$ cat src/hdl/lkoc_pkg.sv
// Shared types and constants for the keyed object cache.
// Used by every module of the block except lkoc_ram; depends on nothing.
package lkoc_pkg;

    // Field widths of the stream items
    localparam int KEY_W    = 64;
    localparam int HANDLE_W = 32;
    localparam int SLOT_W   = 4;
    localparam int STAMP_W  = 32;
    localparam int ACTIVE_W = 5;

    // Default geometry and reset value of the active entry register
    localparam int ENTRIES_DEF = 16;
    localparam logic [ACTIVE_W-1:0] ACTIVE_RESET = 5'd10;
    localparam logic [STAMP_W-1:0]  STAMP_MAX    = 32'hFFFF_FFFF;

    // Operation codes carried in s_tuser
    typedef enum logic {
        OP_LOOKUP = 1'b0,
        OP_INSERT = 1'b1
    } lkoc_op_t;

    // One request as it travels from the front queue to the engine
    typedef struct packed {
        lkoc_op_t              func;
        logic [KEY_W-1:0]      key;
        logic [HANDLE_W-1:0]   handle;
    } lkoc_item_t;

    // Engine sequencer states
    typedef enum logic [1:0] {
        ST_IDLE,
        ST_SCAN,
        ST_WRITE
    } lkoc_state_t;

endpackage

$ cat src/hdl/lru_keyed_object_cache.sv
// Sequence per item: an append or a lookup on an empty cache goes from idle straight to
// write-back; a lookup scans entries until a hit or the fill count, a replacement scans the
// clamped active_entries and picks the lowest stamp; write-back then loads m_tvalid.
// Throughput: one item in the engine at a time, taken only when the result register is free;
// one entry compared per cycle through the shared read address of the entry RAMs, then a write-back.
// Reset: queue, sequencer, fill count, access counter and output valid clear; entry RAMs
// are not cleared and no entry at or above the fill count is ever evaluated.
module lru_keyed_object_cache #(
    parameter int ENTRIES = lkoc_pkg::ENTRIES_DEF
) (
    input  logic                              clk,
    input  logic                              rst_n,
    input  logic                              s_tvalid,
    output logic                              s_tready,
    input  logic [95:0]                       s_tdata,  // lookup_key[63:0], payload_handle[95:64]
    input  logic [0:0]                        s_tuser,  // func[0]
    output logic                              m_tvalid,
    input  logic                              m_tready,
    output logic [39:0]                       m_tdata,  // found_handle[31:0], slot[35:32], zero
    output logic [1:0]                        m_tuser,  // hit[0], evicted[1]
    input  logic                              cfg_we,
    input  logic [lkoc_pkg::ACTIVE_W-1:0]     cfg_wdata
);
    import lkoc_pkg::*;

    localparam int RES_W = HANDLE_W + SLOT_W;

    logic [ACTIVE_W-1:0] active_reg;
    lkoc_item_t          item_in;
    lkoc_item_t          item_q;
    logic                item_valid;
    logic                item_take;
    logic [RES_W-1:0]    result_data;
    logic                result_hit;
    logic                result_evicted;

    // active entry register
    always_ff @(posedge clk or negedge rst_n)
    begin
        if (!rst_n)
        begin
            active_reg <= ACTIVE_RESET;
        end
        else if (cfg_we)
        begin
            active_reg <= cfg_wdata;
        end
    end

    // unpack the input stream
    always_comb
    begin
        item_in.func   = lkoc_op_t'(s_tuser[0]);
        item_in.key    = s_tdata[KEY_W-1:0];
        item_in.handle = s_tdata[KEY_W+HANDLE_W-1:KEY_W];
    end

    lkoc_queue u_queue (
        .clk        (clk),
        .rst_n      (rst_n),
        .s_tvalid   (s_tvalid),
        .s_tready   (s_tready),
        .item_in    (item_in),
        .item_valid (item_valid),
        .item_out   (item_q),
        .item_take  (item_take)
    );

    lkoc_engine #(.ENTRIES(ENTRIES)) u_engine (
        .clk            (clk),
        .rst_n          (rst_n),
        .item_valid     (item_valid),
        .item           (item_q),
        .item_take      (item_take),
        .active_entries (active_reg),
        .m_tvalid       (m_tvalid),
        .m_tready       (m_tready),
        .result_data    (result_data),
        .result_hit     (result_hit),
        .result_evicted (result_evicted)
    );

    assign m_tdata = {{(40 - RES_W){1'b0}}, result_data};
    assign m_tuser = {result_evicted, result_hit};

endmodule

$ cat src/hdl/lkoc_ram.sv
// Generic simple dual-port RAM: one write port, one read port, registered read.
// No dependencies; contents are not reset.
module lkoc_ram #(
    parameter int WIDTH = 32,
    parameter int DEPTH = 16
) (
    input  logic                                  clk,
    input  logic                                  we,
    input  logic [(DEPTH > 1 ? $clog2(DEPTH) : 1)-1:0] waddr,
    input  logic [WIDTH-1:0]                      wdata,
    input  logic [(DEPTH > 1 ? $clog2(DEPTH) : 1)-1:0] raddr,
    output logic [WIDTH-1:0]                      rdata
);
    logic [WIDTH-1:0] mem [DEPTH];

    // write port
    always_ff @(posedge clk)
    begin
        if (we)
        begin
            mem[waddr] <= wdata;
        end
    end

    // registered read port
    always_ff @(posedge clk)
    begin
        rdata <= mem[raddr];
    end

endmodule

$ cat src/hdl/lkoc_queue.sv
// Front end: two-entry request queue between the input stream and the engine.
// Depends on lkoc_pkg for the request struct.
module lkoc_queue (
    input  logic                clk,
    input  logic                rst_n,
    input  logic                s_tvalid,
    output logic                s_tready,
    input  lkoc_pkg::lkoc_item_t item_in,
    output logic                item_valid,
    output lkoc_pkg::lkoc_item_t item_out,
    input  logic                item_take
);
    import lkoc_pkg::*;

    localparam int DEPTH = 2;

    lkoc_item_t       slot_reg [DEPTH];
    logic             wptr_reg, wptr_next;
    logic             rptr_reg, rptr_next;
    logic [1:0]       count_reg, count_next;
    logic             push;
    logic             pop;

    assign s_tready   = (count_reg != 2'(DEPTH));
    assign item_valid = (count_reg != 2'd0);
    assign item_out   = slot_reg[rptr_reg];
    assign push       = s_tvalid && s_tready;
    assign pop        = item_take && item_valid;

    // pointer and occupancy update
    always_comb
    begin
        wptr_next  = push ? ~wptr_reg : wptr_reg;
        rptr_next  = pop ? ~rptr_reg : rptr_reg;
        count_next = count_reg;
        if (push && !pop)
        begin
            count_next = count_reg + 2'd1;
        end
        else if (pop && !push)
        begin
            count_next = count_reg - 2'd1;
        end
    end

    always_ff @(posedge clk or negedge rst_n)
    begin
        if (!rst_n)
        begin
            wptr_reg  <= 1'b0;
            rptr_reg  <= 1'b0;
            count_reg <= 2'd0;
        end
        else
        begin
            wptr_reg  <= wptr_next;
            rptr_reg  <= rptr_next;
            count_reg <= count_next;
        end
    end

    // payload storage
    always_ff @(posedge clk)
    begin
        if (push)
        begin
            slot_reg[wptr_reg] <= item_in;
        end
    end

endmodule

$ cat src/hdl/lkoc_engine.sv
// Back end: scans the entry RAMs one entry a cycle (appends and lookups on an empty cache skip
// the scan), writes back and holds the result. Depends on lkoc_pkg and lkoc_ram.
module lkoc_engine #(
    parameter int ENTRIES = lkoc_pkg::ENTRIES_DEF
) (
    input  logic                              clk,
    input  logic                              rst_n,
    input  logic                              item_valid,
    input  lkoc_pkg::lkoc_item_t              item,
    output logic                              item_take,
    input  logic [lkoc_pkg::ACTIVE_W-1:0]     active_entries,
    output logic                              m_tvalid,
    input  logic                              m_tready,
    output logic [lkoc_pkg::HANDLE_W+lkoc_pkg::SLOT_W-1:0] result_data,
    output logic                              result_hit,
    output logic                              result_evicted
);
    import lkoc_pkg::*;

    localparam int IDX_W = (ENTRIES > 1) ? $clog2(ENTRIES) : 1;
    localparam int CNT_W = $clog2(ENTRIES + 1);
    localparam int CMP_W = (CNT_W > ACTIVE_W) ? CNT_W : ACTIVE_W;

    lkoc_state_t          state_reg, state_next;
    lkoc_op_t             func_reg, func_next;
    logic [KEY_W-1:0]     key_reg, key_next;
    logic [HANDLE_W-1:0]  hin_reg, hin_next;
    logic [CNT_W-1:0]     len_reg, len_next;
    logic [CNT_W-1:0]     issue_reg, issue_next;
    logic                 pend_reg, pend_next;
    logic [IDX_W-1:0]     pidx_reg, pidx_next;
    logic [IDX_W-1:0]     victim_reg, victim_next;
    logic [STAMP_W-1:0]   min_reg, min_next;
    logic                 hit_reg, hit_next;
    logic                 evict_reg, evict_next;
    logic                 wr_kv_reg, wr_kv_next;
    logic                 wr_stamp_reg, wr_stamp_next;
    logic [HANDLE_W-1:0]  found_reg, found_next;
    logic [CNT_W-1:0]     fill_reg, fill_next;
    logic [STAMP_W-1:0]   ctr_reg, ctr_next;
    logic                 ov_reg, ov_next;
    logic [HANDLE_W-1:0]  oh_reg, oh_next;
    logic [SLOT_W-1:0]    os_reg, os_next;
    logic                 ohit_reg, ohit_next;
    logic                 oev_reg, oev_next;

    logic                 start;
    logic                 scan_done;
    logic [CMP_W-1:0]     act_ext;
    logic [CNT_W-1:0]     limit;
    logic [STAMP_W-1:0]   ctr_inc;
    logic [IDX_W-1:0]     rd_addr;
    logic [KEY_W-1:0]     key_q;
    logic [HANDLE_W-1:0]  handle_q;
    logic [STAMP_W-1:0]   stamp_q;
    logic [IDX_W+SLOT_W-1:0] victim_ext;

    // entry storage, contents undefined until written (fill count guards reads)
    lkoc_ram #(.WIDTH(KEY_W), .DEPTH(ENTRIES)) u_key_ram (
        .clk   (clk),
        .we    (state_reg == ST_WRITE && wr_kv_reg),
        .waddr (victim_reg),
        .wdata (key_reg),
        .raddr (rd_addr),
        .rdata (key_q)
    );

    lkoc_ram #(.WIDTH(HANDLE_W), .DEPTH(ENTRIES)) u_handle_ram (
        .clk   (clk),
        .we    (state_reg == ST_WRITE && wr_kv_reg),
        .waddr (victim_reg),
        .wdata (hin_reg),
        .raddr (rd_addr),
        .rdata (handle_q)
    );

    lkoc_ram #(.WIDTH(STAMP_W), .DEPTH(ENTRIES)) u_stamp_ram (
        .clk   (clk),
        .we    (state_reg == ST_WRITE && wr_stamp_reg),
        .waddr (victim_reg),
        .wdata (ctr_inc),
        .raddr (rd_addr),
        .rdata (stamp_q)
    );

    // active entry limit clamped to 1..ENTRIES
    always_comb
    begin
        act_ext = CMP_W'(active_entries);
        if (act_ext == '0)
        begin
            limit = CNT_W'(1);
        end
        else if (act_ext > CMP_W'(ENTRIES))
        begin
            limit = CNT_W'(ENTRIES);
        end
        else
        begin
            limit = act_ext[CNT_W-1:0];
        end
    end

    assign ctr_inc   = (ctr_reg == STAMP_MAX) ? STAMP_MAX : ctr_reg + STAMP_W'(1);
    assign rd_addr   = issue_reg[IDX_W-1:0];
    assign start     = item_valid && (!ov_reg || m_tready);
    assign scan_done = !pend_reg && (issue_reg == len_reg);
    assign victim_ext = {{SLOT_W{1'b0}}, victim_reg};

    // next state
    always_comb
    begin
        state_next = state_reg;
        case (state_reg)
            ST_IDLE:
            begin
                if (start)
                begin
                    if (item.func == OP_INSERT)
                    begin
                        state_next = (fill_reg < limit) ? ST_WRITE : ST_SCAN;
                    end
                    else
                    begin
                        state_next = (fill_reg == '0) ? ST_WRITE : ST_SCAN;
                    end
                end
            end
            ST_SCAN:
            begin
                if (pend_reg && func_reg == OP_LOOKUP && key_q == key_reg)
                begin
                    state_next = ST_WRITE;
                end
                else if (scan_done)
                begin
                    state_next = ST_WRITE;
                end
            end
            ST_WRITE:
            begin
                state_next = ST_IDLE;
            end
            default:
            begin
                state_next = ST_IDLE;
            end
        endcase
    end

    // datapath and outputs
    always_comb
    begin
        item_take     = 1'b0;
        func_next     = func_reg;
        key_next      = key_reg;
        hin_next      = hin_reg;
        len_next      = len_reg;
        issue_next    = issue_reg;
        pend_next     = 1'b0;
        pidx_next     = pidx_reg;
        victim_next   = victim_reg;
        min_next      = min_reg;
        hit_next      = hit_reg;
        evict_next    = evict_reg;
        wr_kv_next    = wr_kv_reg;
        wr_stamp_next = wr_stamp_reg;
        found_next    = found_reg;
        fill_next     = fill_reg;
        ctr_next      = ctr_reg;
        ov_next       = (ov_reg && m_tready) ? 1'b0 : ov_reg;
        oh_next       = oh_reg;
        os_next       = os_reg;
        ohit_next     = ohit_reg;
        oev_next      = oev_reg;
        case (state_reg)
            ST_IDLE:
            begin
                if (start)
                begin
                    item_take   = 1'b1;
                    func_next   = item.func;
                    key_next    = item.key;
                    hin_next    = item.handle;
                    issue_next  = '0;
                    victim_next = '0;
                    hit_next    = 1'b0;
                    found_next  = '0;
                    if (item.func == OP_INSERT)
                    begin
                        wr_kv_next    = 1'b1;
                        wr_stamp_next = 1'b1;
                        len_next      = limit;
                        if (fill_reg < limit)
                        begin
                            // append into the next free entry
                            victim_next = fill_reg[IDX_W-1:0];
                            evict_next  = 1'b0;
                            fill_next   = fill_reg + CNT_W'(1);
                        end
                        else
                        begin
                            evict_next = 1'b1;
                        end
                    end
                    else
                    begin
                        wr_kv_next    = 1'b0;
                        wr_stamp_next = 1'b0;
                        evict_next    = 1'b0;
                        len_next      = fill_reg;
                    end
                end
            end
            ST_SCAN:
            begin
                // issue one read a cycle
                if (issue_reg != len_reg)
                begin
                    pend_next  = 1'b1;
                    pidx_next  = issue_reg[IDX_W-1:0];
                    issue_next = issue_reg + CNT_W'(1);
                end
                // evaluate the entry read last cycle
                if (pend_reg)
                begin
                    if (func_reg == OP_LOOKUP)
                    begin
                        if (key_q == key_reg)
                        begin
                            hit_next      = 1'b1;
                            victim_next   = pidx_reg;
                            found_next    = handle_q;
                            wr_stamp_next = 1'b1;
                        end
                    end
                    else if (pidx_reg == '0 || stamp_q < min_reg)
                    begin
                        min_next    = stamp_q;
                        victim_next = pidx_reg;
                    end
                end
            end
            ST_WRITE:
            begin
                if (wr_stamp_reg)
                begin
                    ctr_next = ctr_inc;
                end
                ov_next   = 1'b1;
                oh_next   = found_reg;
                os_next   = victim_ext[SLOT_W-1:0];
                ohit_next = hit_reg;
                oev_next  = evict_reg;
            end
            default:
            begin
            end
        endcase
    end

    // control state
    always_ff @(posedge clk or negedge rst_n)
    begin
        if (!rst_n)
        begin
            state_reg <= ST_IDLE;
            pend_reg  <= 1'b0;
            fill_reg  <= '0;
            ctr_reg   <= '0;
            ov_reg    <= 1'b0;
        end
        else
        begin
            state_reg <= state_next;
            pend_reg  <= pend_next;
            fill_reg  <= fill_next;
            ctr_reg   <= ctr_next;
            ov_reg    <= ov_next;
        end
    end

    // payload registers
    always_ff @(posedge clk)
    begin
        func_reg     <= func_next;
        key_reg      <= key_next;
        hin_reg      <= hin_next;
        len_reg      <= len_next;
        issue_reg    <= issue_next;
        pidx_reg     <= pidx_next;
        victim_reg   <= victim_next;
        min_reg      <= min_next;
        hit_reg      <= hit_next;
        evict_reg    <= evict_next;
        wr_kv_reg    <= wr_kv_next;
        wr_stamp_reg <= wr_stamp_next;
        found_reg    <= found_next;
        oh_reg       <= oh_next;
        os_reg       <= os_next;
        ohit_reg     <= ohit_next;
        oev_reg      <= oev_next;
    end

    assign m_tvalid       = ov_reg;
    assign result_data    = {os_reg, oh_reg};
    assign result_hit     = ohit_reg;
    assign result_evicted = oev_reg;

`ifndef SYNTH
    // fill count never passes the entry count
    a_fill_bound: assert property (@(posedge clk) disable iff (!rst_n)
        fill_reg <= CNT_W'(ENTRIES))
        else $error("fill count beyond entry count");

    // result register is free whenever a result is loaded
    a_out_free: assert property (@(posedge clk) disable iff (!rst_n)
        state_reg == ST_WRITE |-> !ov_reg)
        else $error("result loaded over a pending result");

    // a lookup hit never reports an eviction
    a_hit_no_evict: assert property (@(posedge clk) disable iff (!rst_n)
        ov_reg |-> !(ohit_reg && oev_reg))
        else $error("hit and evicted both set");

    // access counter never goes backward across a write-back
    a_ctr_mono: assert property (@(posedge clk) disable iff (!rst_n)
        state_reg == ST_WRITE |=> ctr_reg >= $past(ctr_reg))
        else $error("access counter decreased");

    // scan never issues past its length
    a_issue_bound: assert property (@(posedge clk) disable iff (!rst_n)
        state_reg == ST_SCAN |-> issue_reg <= len_reg)
        else $error("scan read issued beyond range");
`endif

endmodule
$ cat config.mk
export PLATFORM = sky130hd
export DESIGN_NAME = lru_keyed_object_cache
export DESIGN_NICKNAME = d
export VERILOG_FILES = /design/src/hdl/lkoc_pkg.sv /design/src/hdl/lru_keyed_object_cache.sv /design/src/hdl/lkoc_ram.sv /design/src/hdl/lkoc_queue.sv /design/src/hdl/lkoc_engine.sv
export SDC_FILE = /design/constraint.sdc
export NUM_CORES = 2
export LEC_CHECK = 0
export ABC_AREA = 1
export BUFFER_PORTS_ARGS = -buffer_cell sky130_fd_sc_hd__buf_4
export CORE_ASPECT_RATIO = 1.4
export CORE_MARGIN = 1
export CORE_UTILIZATION = 30
export CTS_CLUSTER_SIZE = 12
export DETAILED_ROUTE_END_ITERATION = 8
export GPL_TIMING_DRIVEN = 0
export PLACE_DENSITY = 0.55
export REMOVE_ABC_BUFFERS = 1
export SETUP_SLACK_MARGIN = 0.5
export SYNTH_ARGS = -nofsm -noshare
export SYNTH_HDL_FRONTEND = slang
export SYNTH_SLANG_ARGS = --single-unit
$ cat constraint.sdc
create_clock -name clk -period 7.8 [get_ports clk]
set_input_delay 0 -clock clk [delete_from_list [all_inputs] [get_ports clk]]
set_output_delay 0 -clock clk [all_outputs]
set_load 0.02 [all_outputs]
; After elaboration in Yosys (flattened, before gate mapping)
; Memories as Yosys holds them, arrays and structs flattened. A register that Yosys moved wholly into a read port is not among the register bits.
; Index checks and enable logic that the tools add are counted.
[totals]
reg_bits = 271
latch_bits = 0
mem_bits_rw = 2242
rom_bits = 0
memories = 4
[op_classes]
n_addsub = 5
n_mul = 0
div = 0
magnitude_cmp = 3
n_eq_ne = 15
n_shift = 0
muxes = 50
bitwise = 3
n_reduce_logical = 34
[mem_list]
columns = memory, words, word_bits, rd, rd_clocked_by_memory_dff, wr, line
row1 = u_engine.u_key_ram.mem, 16, 64, 1, 1, 1, lkoc_ram.sv:14  ; logic [WIDTH-1:0] mem [DEPTH];
row2 = u_engine.u_handle_ram.mem, 16, 32, 1, 1, 1, lkoc_ram.sv:14
row3 = u_engine.u_stamp_ram.mem, 16, 32, 1, 1, 1, lkoc_ram.sv:14
row4 = u_queue.slot_reg, 2, 97, 1, 0, 1, lkoc_queue.sv:17  ; lkoc_item_t slot_reg [DEPTH];
[ops]
columns = cell, n
row1 = $mux W32, 5
row2 = $eq A64 B64 Y1, 1
row3 = $pmux W32 S2, 1
row4 = $add A32 B1 Y32 const B, 1
row5 = $eq A32 B32 Y1 const B, 1
row6 = $lt A32 B32 Y1, 1
row7 = $mux W4, 7
row8 = $mux W5, 5
row9 = $mux W1, 19
row10 = $mux W2, 8
row11 = $logic_and A1 B1 Y1, 11
row12 = $add A5 B1 Y5 const B, 2
row13 = $logic_not A5 Y1, 2
row14 = $pmux W5 S2, 1
row15 = $reduce_and A5 Y1, 2
row16 = $ne A2 B1 Y1 const B, 4
row17 = $pmux W4 S2, 1
row18 = $reduce_and A2 Y1, 4
row19 = $reduce_and A4 Y1, 2
row20 = $reduce_bool A2 Y1, 4
row21 = $ne A3 B1 Y1 const B, 2
row22 = $eq A5 B5 Y1, 1
row23 = $gt A5 B5 Y1 const B, 1
row24 = $lt A5 B5 Y1, 1
row25 = other kinds (15), 23

; Longest topological paths before layout
[depth]
depth_word = 9
depth_mapped = 15
mapped_depth_nobuf = 15

; Modules after synthesis
; Synthesis repeated with hierarchy kept, for this count alone.
[unflattened]
cells_unflattened = 10039
hier_area_um2 = 109925.4
[by_module_without_submodules]
columns = mod, instances, cells_per_inst, area_per_inst_um2, seq_area_each_um2
row1 = lkoc_ram at u_engine.u_handle_ram ..., 2, 2120, 22730.6, 16015.4
row2 = lkoc_ram at u_engine.u_key_ram, 1, 4210, 45285.9, 32030.7
row3 = lkoc_engine, 1, 1026, 11669.9, 7632.3
row4 = lkoc_queue, 1, 535, 7272.0, 5925.7
row5 = lru_keyed_object_cache, 1, 28, 236.5, 127.6

; Least setup slack after synthesis
; OpenSTA, ideal clock, no wires.
[synth_path]
path_kind = register to register
from = reg u_engine.ov_reg, in the netlist u_engine.m_tvalid
to = reg u_engine.found_reg[0] (enable)
setup_ns = 0.437
arrival_ns = 7.488
t_required_ns = 7.363
setup_slack_ns = -0.125
path_stages_with_launch = 8
n_path_buf = 0
synth_period_minus_slack_ns = 7.925
cell_sequence = dfrtp_1 inv_1 o22ai_1 nor2_1 inv_1 o21ai_0 nand2_1 a21oi_1
[synth_via]
elab_chain_cells = 5
[synth_lines]
columns = item, line
row1 = "start, declared", lkoc_engine.sv:41  ; logic ov_reg, ov_next;
row2 = "start signal, assigned", lkoc_engine.sv:279  ; ov_reg <= ov_next;
row3 = $logic_not A1 Y1, lkoc_engine.sv:106  ; assign start = item_valid && (!ov_reg || m_tready);
row4 = $logic_or A1 B1 Y1, lkoc_engine.sv:106
row5 = $logic_and A1 B1 Y1, lkoc_engine.sv:106
row6 = $ne A2 B1 Y1 (no source line), --
row7 = $reduce_and A5 Y1 (no source line), --
row8 = "end signal, assigned", lkoc_engine.sv:298  ; found_reg <= found_next;
row9 = "end, declared", lkoc_engine.sv:38  ; logic [HANDLE_W-1:0] found_reg, found_next;
; No other way between the ends.
; A chain may end at the register's enable or synchronous reset.

==> out/metrics.csv <==
stage,metric,value,unit
setup_path,critPathTopFamily,buffers and inverters,
cts,cts_tree,done,
power_and_ir_drop,p_clk_frac,0.438,
global_route,antenna_found_initial,7,
status,status,"finished, violations left",
yosys,synthDistinctLibCells,52,
floorplanning,die_y,687,µm
floorplanning,ios,151,
power_and_ir_drop,seq_power_share,0.542,
finish,largest_reg_flops,1024,
yosys,synth_top_area_share,0.736,
cts,clkLatencyLatePin,880,ps
floorplanning,fp.dieW,491,µm
detailed_routing,drt_iter0_drc,5827,
global_route,grt_max_degree,243,
floorplanning,initial_core_util,0.301,
yosys,synth.cell_area,100000,µm²
place,place_ws,3230,ps
setup_path,path_buf_inv,9,
setup_path,cp_max_fo,233,
timing,relSlewSlack,0.140,
power_and_ir_drop,p_int,23.0,mW
global_route,track_usage,0.156,
power_and_ir_drop,leakagePower,39.2,nW
timing,rsz0062_at_grt,false,
setup_path,max_stage_delay,760,ps
global_route,grt_pass1_wl,398000,µm
finish,seq_area,77800,µm²
timing,final.setup_skew,68.4,ps
setup_path,startpoint,u_engine.issue_reg[0]$_SDFFCE_PN0P_,
finish,fillCellCount,31500,
timing,post-route-period-util,0.611,
detailed_routing,vias,61700,
setup_path,cp.depth,13,
detailed_routing,finalWirelength,270000,µm
power_and_ir_drop,power,28.8,mW
setup_path,cpMaxStageDelayCell,edfxtp_1,
place,dpl.hpwl,161000,µm
setup_path,critPathMostFrequentCell,buf_16,
finish,syn2layout_area_growth,21.6,%
detailed_routing,dr.pass1.iters,8,
detailed_routing,wl_per_cell,22.0,µm
finish,reg_top3,"u_engine.u_key_ram.mem x1024, u_engine.u_handle_ram.mem x512, u_engine.u_stamp_ram.mem x512",
floorplanning,die-area,337000,µm²
floorplanning,rows,251,
cts,clockBufferDepth,4,
run,cap_violations,0,
power_and_ir_drop,netSwitchingPower,5.77,mW
finish,final_cell_area,122000,µm²
yosys,synth_area_leader_cell,edfxtp_1,
min_path,hold_path.class,in2async,
yosys,yosysSeqAreaShare,0.774,
setup_path,required,8540,ps
timing,hold_viol_final,0,
detailed_routing,vias_per_cell,5.01,
timing,drv_slew,0,
power_and_ir_drop,power.density,236,nW/µm²
yosys,async_reset_ff_frac,0.0189,
cts,cts_buffers,281,
floorplanning,design.core.area,334000,µm²
setup_path,crit_path_end_kind,flip-flop,
setup_path,cp.arrival,5500,ps
global_route,grt_pass1_vias,61700,
cts,cts_root_buffer,clkbuf_16,
yosys,synth-seq-cells,2640,
finish,post-route-util,0.366,
setup_path,r2r-start,u_engine.issue_reg[0]$_SDFFCE_PN0P_,
cts,htreeDepth,5,
setup_path,path_cells,buf_16 > buf_16 > buf_8 > buf_16 > buf_16 > buf_16 > inv_16 > buf_16 > buf_16 > o21ai_0 > o221ai_1 > o21ai_1 > o22ai_1,
yosys,avgSynthCellArea,13.9,µm²
cts,clk_pin_slew_worst_paths,60,ps
finish,layout.nets,7808,
yosys,ys_warn_count,0,
setup_path,cp-start-kind,flip-flop,
setup_path,crit_end,u_engine.u_key_ram.rdata[42]$_DFF_P_,
cts,cts_sinks,2640,
setup_path,rr_endpoint,u_engine.u_key_ram.rdata[42]$_DFF_P_,
place,port_buffers,146,
timing,fin_ws,3030,ps
global_route,overflow,0,
yosys,netlist_instances,7222,
finish,largest_register,u_engine.u_key_ram.mem,
finish,multi_input_comb_area,20400,µm²
timing,finalSetupViolations,0,
timing,post-route-min-period,4770,ps
finish,drive_gt1_frac,0.108,
power_and_ir_drop,pwr-share-comb,0.020,
detailed_routing,ant_nets,0,
setup_path,r2r_cells,13,
power_and_ir_drop,irDropWorstVdd,0.000166,V
setup_path,reg2reg_slack,3030,ps
timing,worst_slew_pin_slew,1290,ps
detailed_routing,drc,15,
place,gp_congestion,0.740,
status,violations,design-rule violations,
yosys,yosys-top-cells-area,"edfxtp_1 74%, o21ai_0 5.5%, nor2_1 4.6%",
power_and_ir_drop,sw_frac_of_total,0.200,
setup_path,crit_type,reg2reg,
yosys,ys.flop_type,edfxtp_1,
yosys,synth_edf_count,2462,
place,dpl_cell_area,111000,µm²
timing,fmax,210,MHz
cts,cts_setup_buffers,0,
-- power by group through the flow --
stage / clock network [mW] / registers [mW] / logic, mW
2_1_floorplan: 0 / 16.0 / 0.190
6_report: 12.6 / 15.6 / 0.573
3_3_place_gp: 0 / 16.0 / 0.422
4_1_cts: 12.9 / 15.6 / 0.594
3_5_place_dp: 0 / 15.9 / 0.500
5_1_grt: 13.4 / 15.6 / 0.627
-- worst min-delay path, delay by kind of cell --
family	cells	cell delay [ps]
buf+inv	3	1220
-- per-stage QoR --
| stage | std cells | setup TNS [ps] | hold WS [ps] |
|---|---|---|---|
| CTS | 12300 | 0 | 149 |
| global placement | 11300 | - | 97.8 |
| detailed placement | 11600 | 0 | 97.8 |
| finish | 12300 | 0 | 217 |
| floorplan | 6759 | -3890790 | -296 |
| global route | 12300 | 0 | 210 |
-- cell families after synthesis --
group / count (synthesis) / share of synthesized area
flops: 2640 / 0.774
simple gates: 1944 / 0.0767
compound gates: 1864 / 0.108
buf+inv: 627 / 0.0263
xor+xnor: 76 / 0.00663
fa+ha+maj: 40 / 0.00498
mux: 30 / 0.00300
other cells: 1 / 0.0000373
-- synth_stat cells (4+ instances only) --
| library cell | n |
|---|---|
| o21ai_1 | 59 |
| nand4_1 | 14 |
| dfrtp_1 | 48 |
| nand3_1 | 70 |
| inv_1 | 153 |
| mux2i_1 | 29 |
| xor2_1 | 66 |
| clkbuf_1 | 307 |
| buf_6 | 6 |
| nand2_1 | 567 |
| o22ai_1 | 328 |
| nand3_2 | 17 |
| nor3_1 | 10 |
| nand2_4 | 4 |
| a21oi_1 | 21 |
| ha_1 | 40 |
| buf_2 | 121 |
| o21ai_0 | 1109 |
| xnor2_1 | 10 |
| edfxtp_1 | 2462 |
| dfxtp_1 | 128 |
| buf_1 | 8 |
| buf_4 | 24 |
| o211ai_1 | 108 |
| o221ai_1 | 219 |
| o32ai_1 | 12 |
| nor2_4 | 4 |
| nor2_1 | 1244 |
-- metal layers --
metal	part of all wire	vias up	wire, µm	GRT usage
met4	0.029	2	7810	0.0497
met3	0.059	445	15900	0.0203
met1	0.42	31400	114000	0.204
met2	0.49	2053	132000	0.266
met5	0.000048	-	13	0
li1	-	27700	-	-
-- layout make-up --
| type | instances | area share |
|---|---|---|
| Antenna cell | 1 | 0.0000205 |
| Clock inverter | 56 | 0.00447 |
| Multi-Input combinational cell | 3958 | 0.167 |
| Sequential cell | 2640 | 0.636 |
| Timing Repair Buffer | 619 | 0.0767 |
| Clock buffer | 435 | 0.0651 |
| Tap cell | 4427 | 0.0453 |
| Inverter | 161 | 0.00530 |
-- placed cells by master (no fill, tap or decap), types with 70 or more instances in the layout --
master and count:
o21ai_0 1108, nor2_1 1207, clkbuf_1 128, nand2_1 565, o22ai_1 328, nand3_1 70
clkbuf_16 288, buf_16 140, inv_1 151, o211ai_1 108, dlygate4sd3_1 219, edfxtp_1 2462
dfxtp_1 128, buf_4 146, o221ai_1 219, buf_12 104
-- what timing repair did --
item,CTS,global route
endpoints found under the setup margin,0,0
hold buffers,220,0
hold endpoints to repair,290,0
resized for setup,0,0
-- how the worst min path moves through the flow --
stage                                endpoint  slack (ps)  cells after the start
floorplan           active_reg[0]$_DFFE_PN0P_        -300                      0
global placement    active_reg[0]$_DFFE_PN0P_         100                      1
detailed placement  active_reg[0]$_DFFE_PN0P_         100                      1
CTS                 active_reg[1]$_DFFE_PN1P_         150                      3
global route        active_reg[3]$_DFFE_PN1P_         210                      3
finish              active_reg[3]$_DFFE_PN1P_         220                      3
Note: power is estimated with default switching activity, not from simulation.
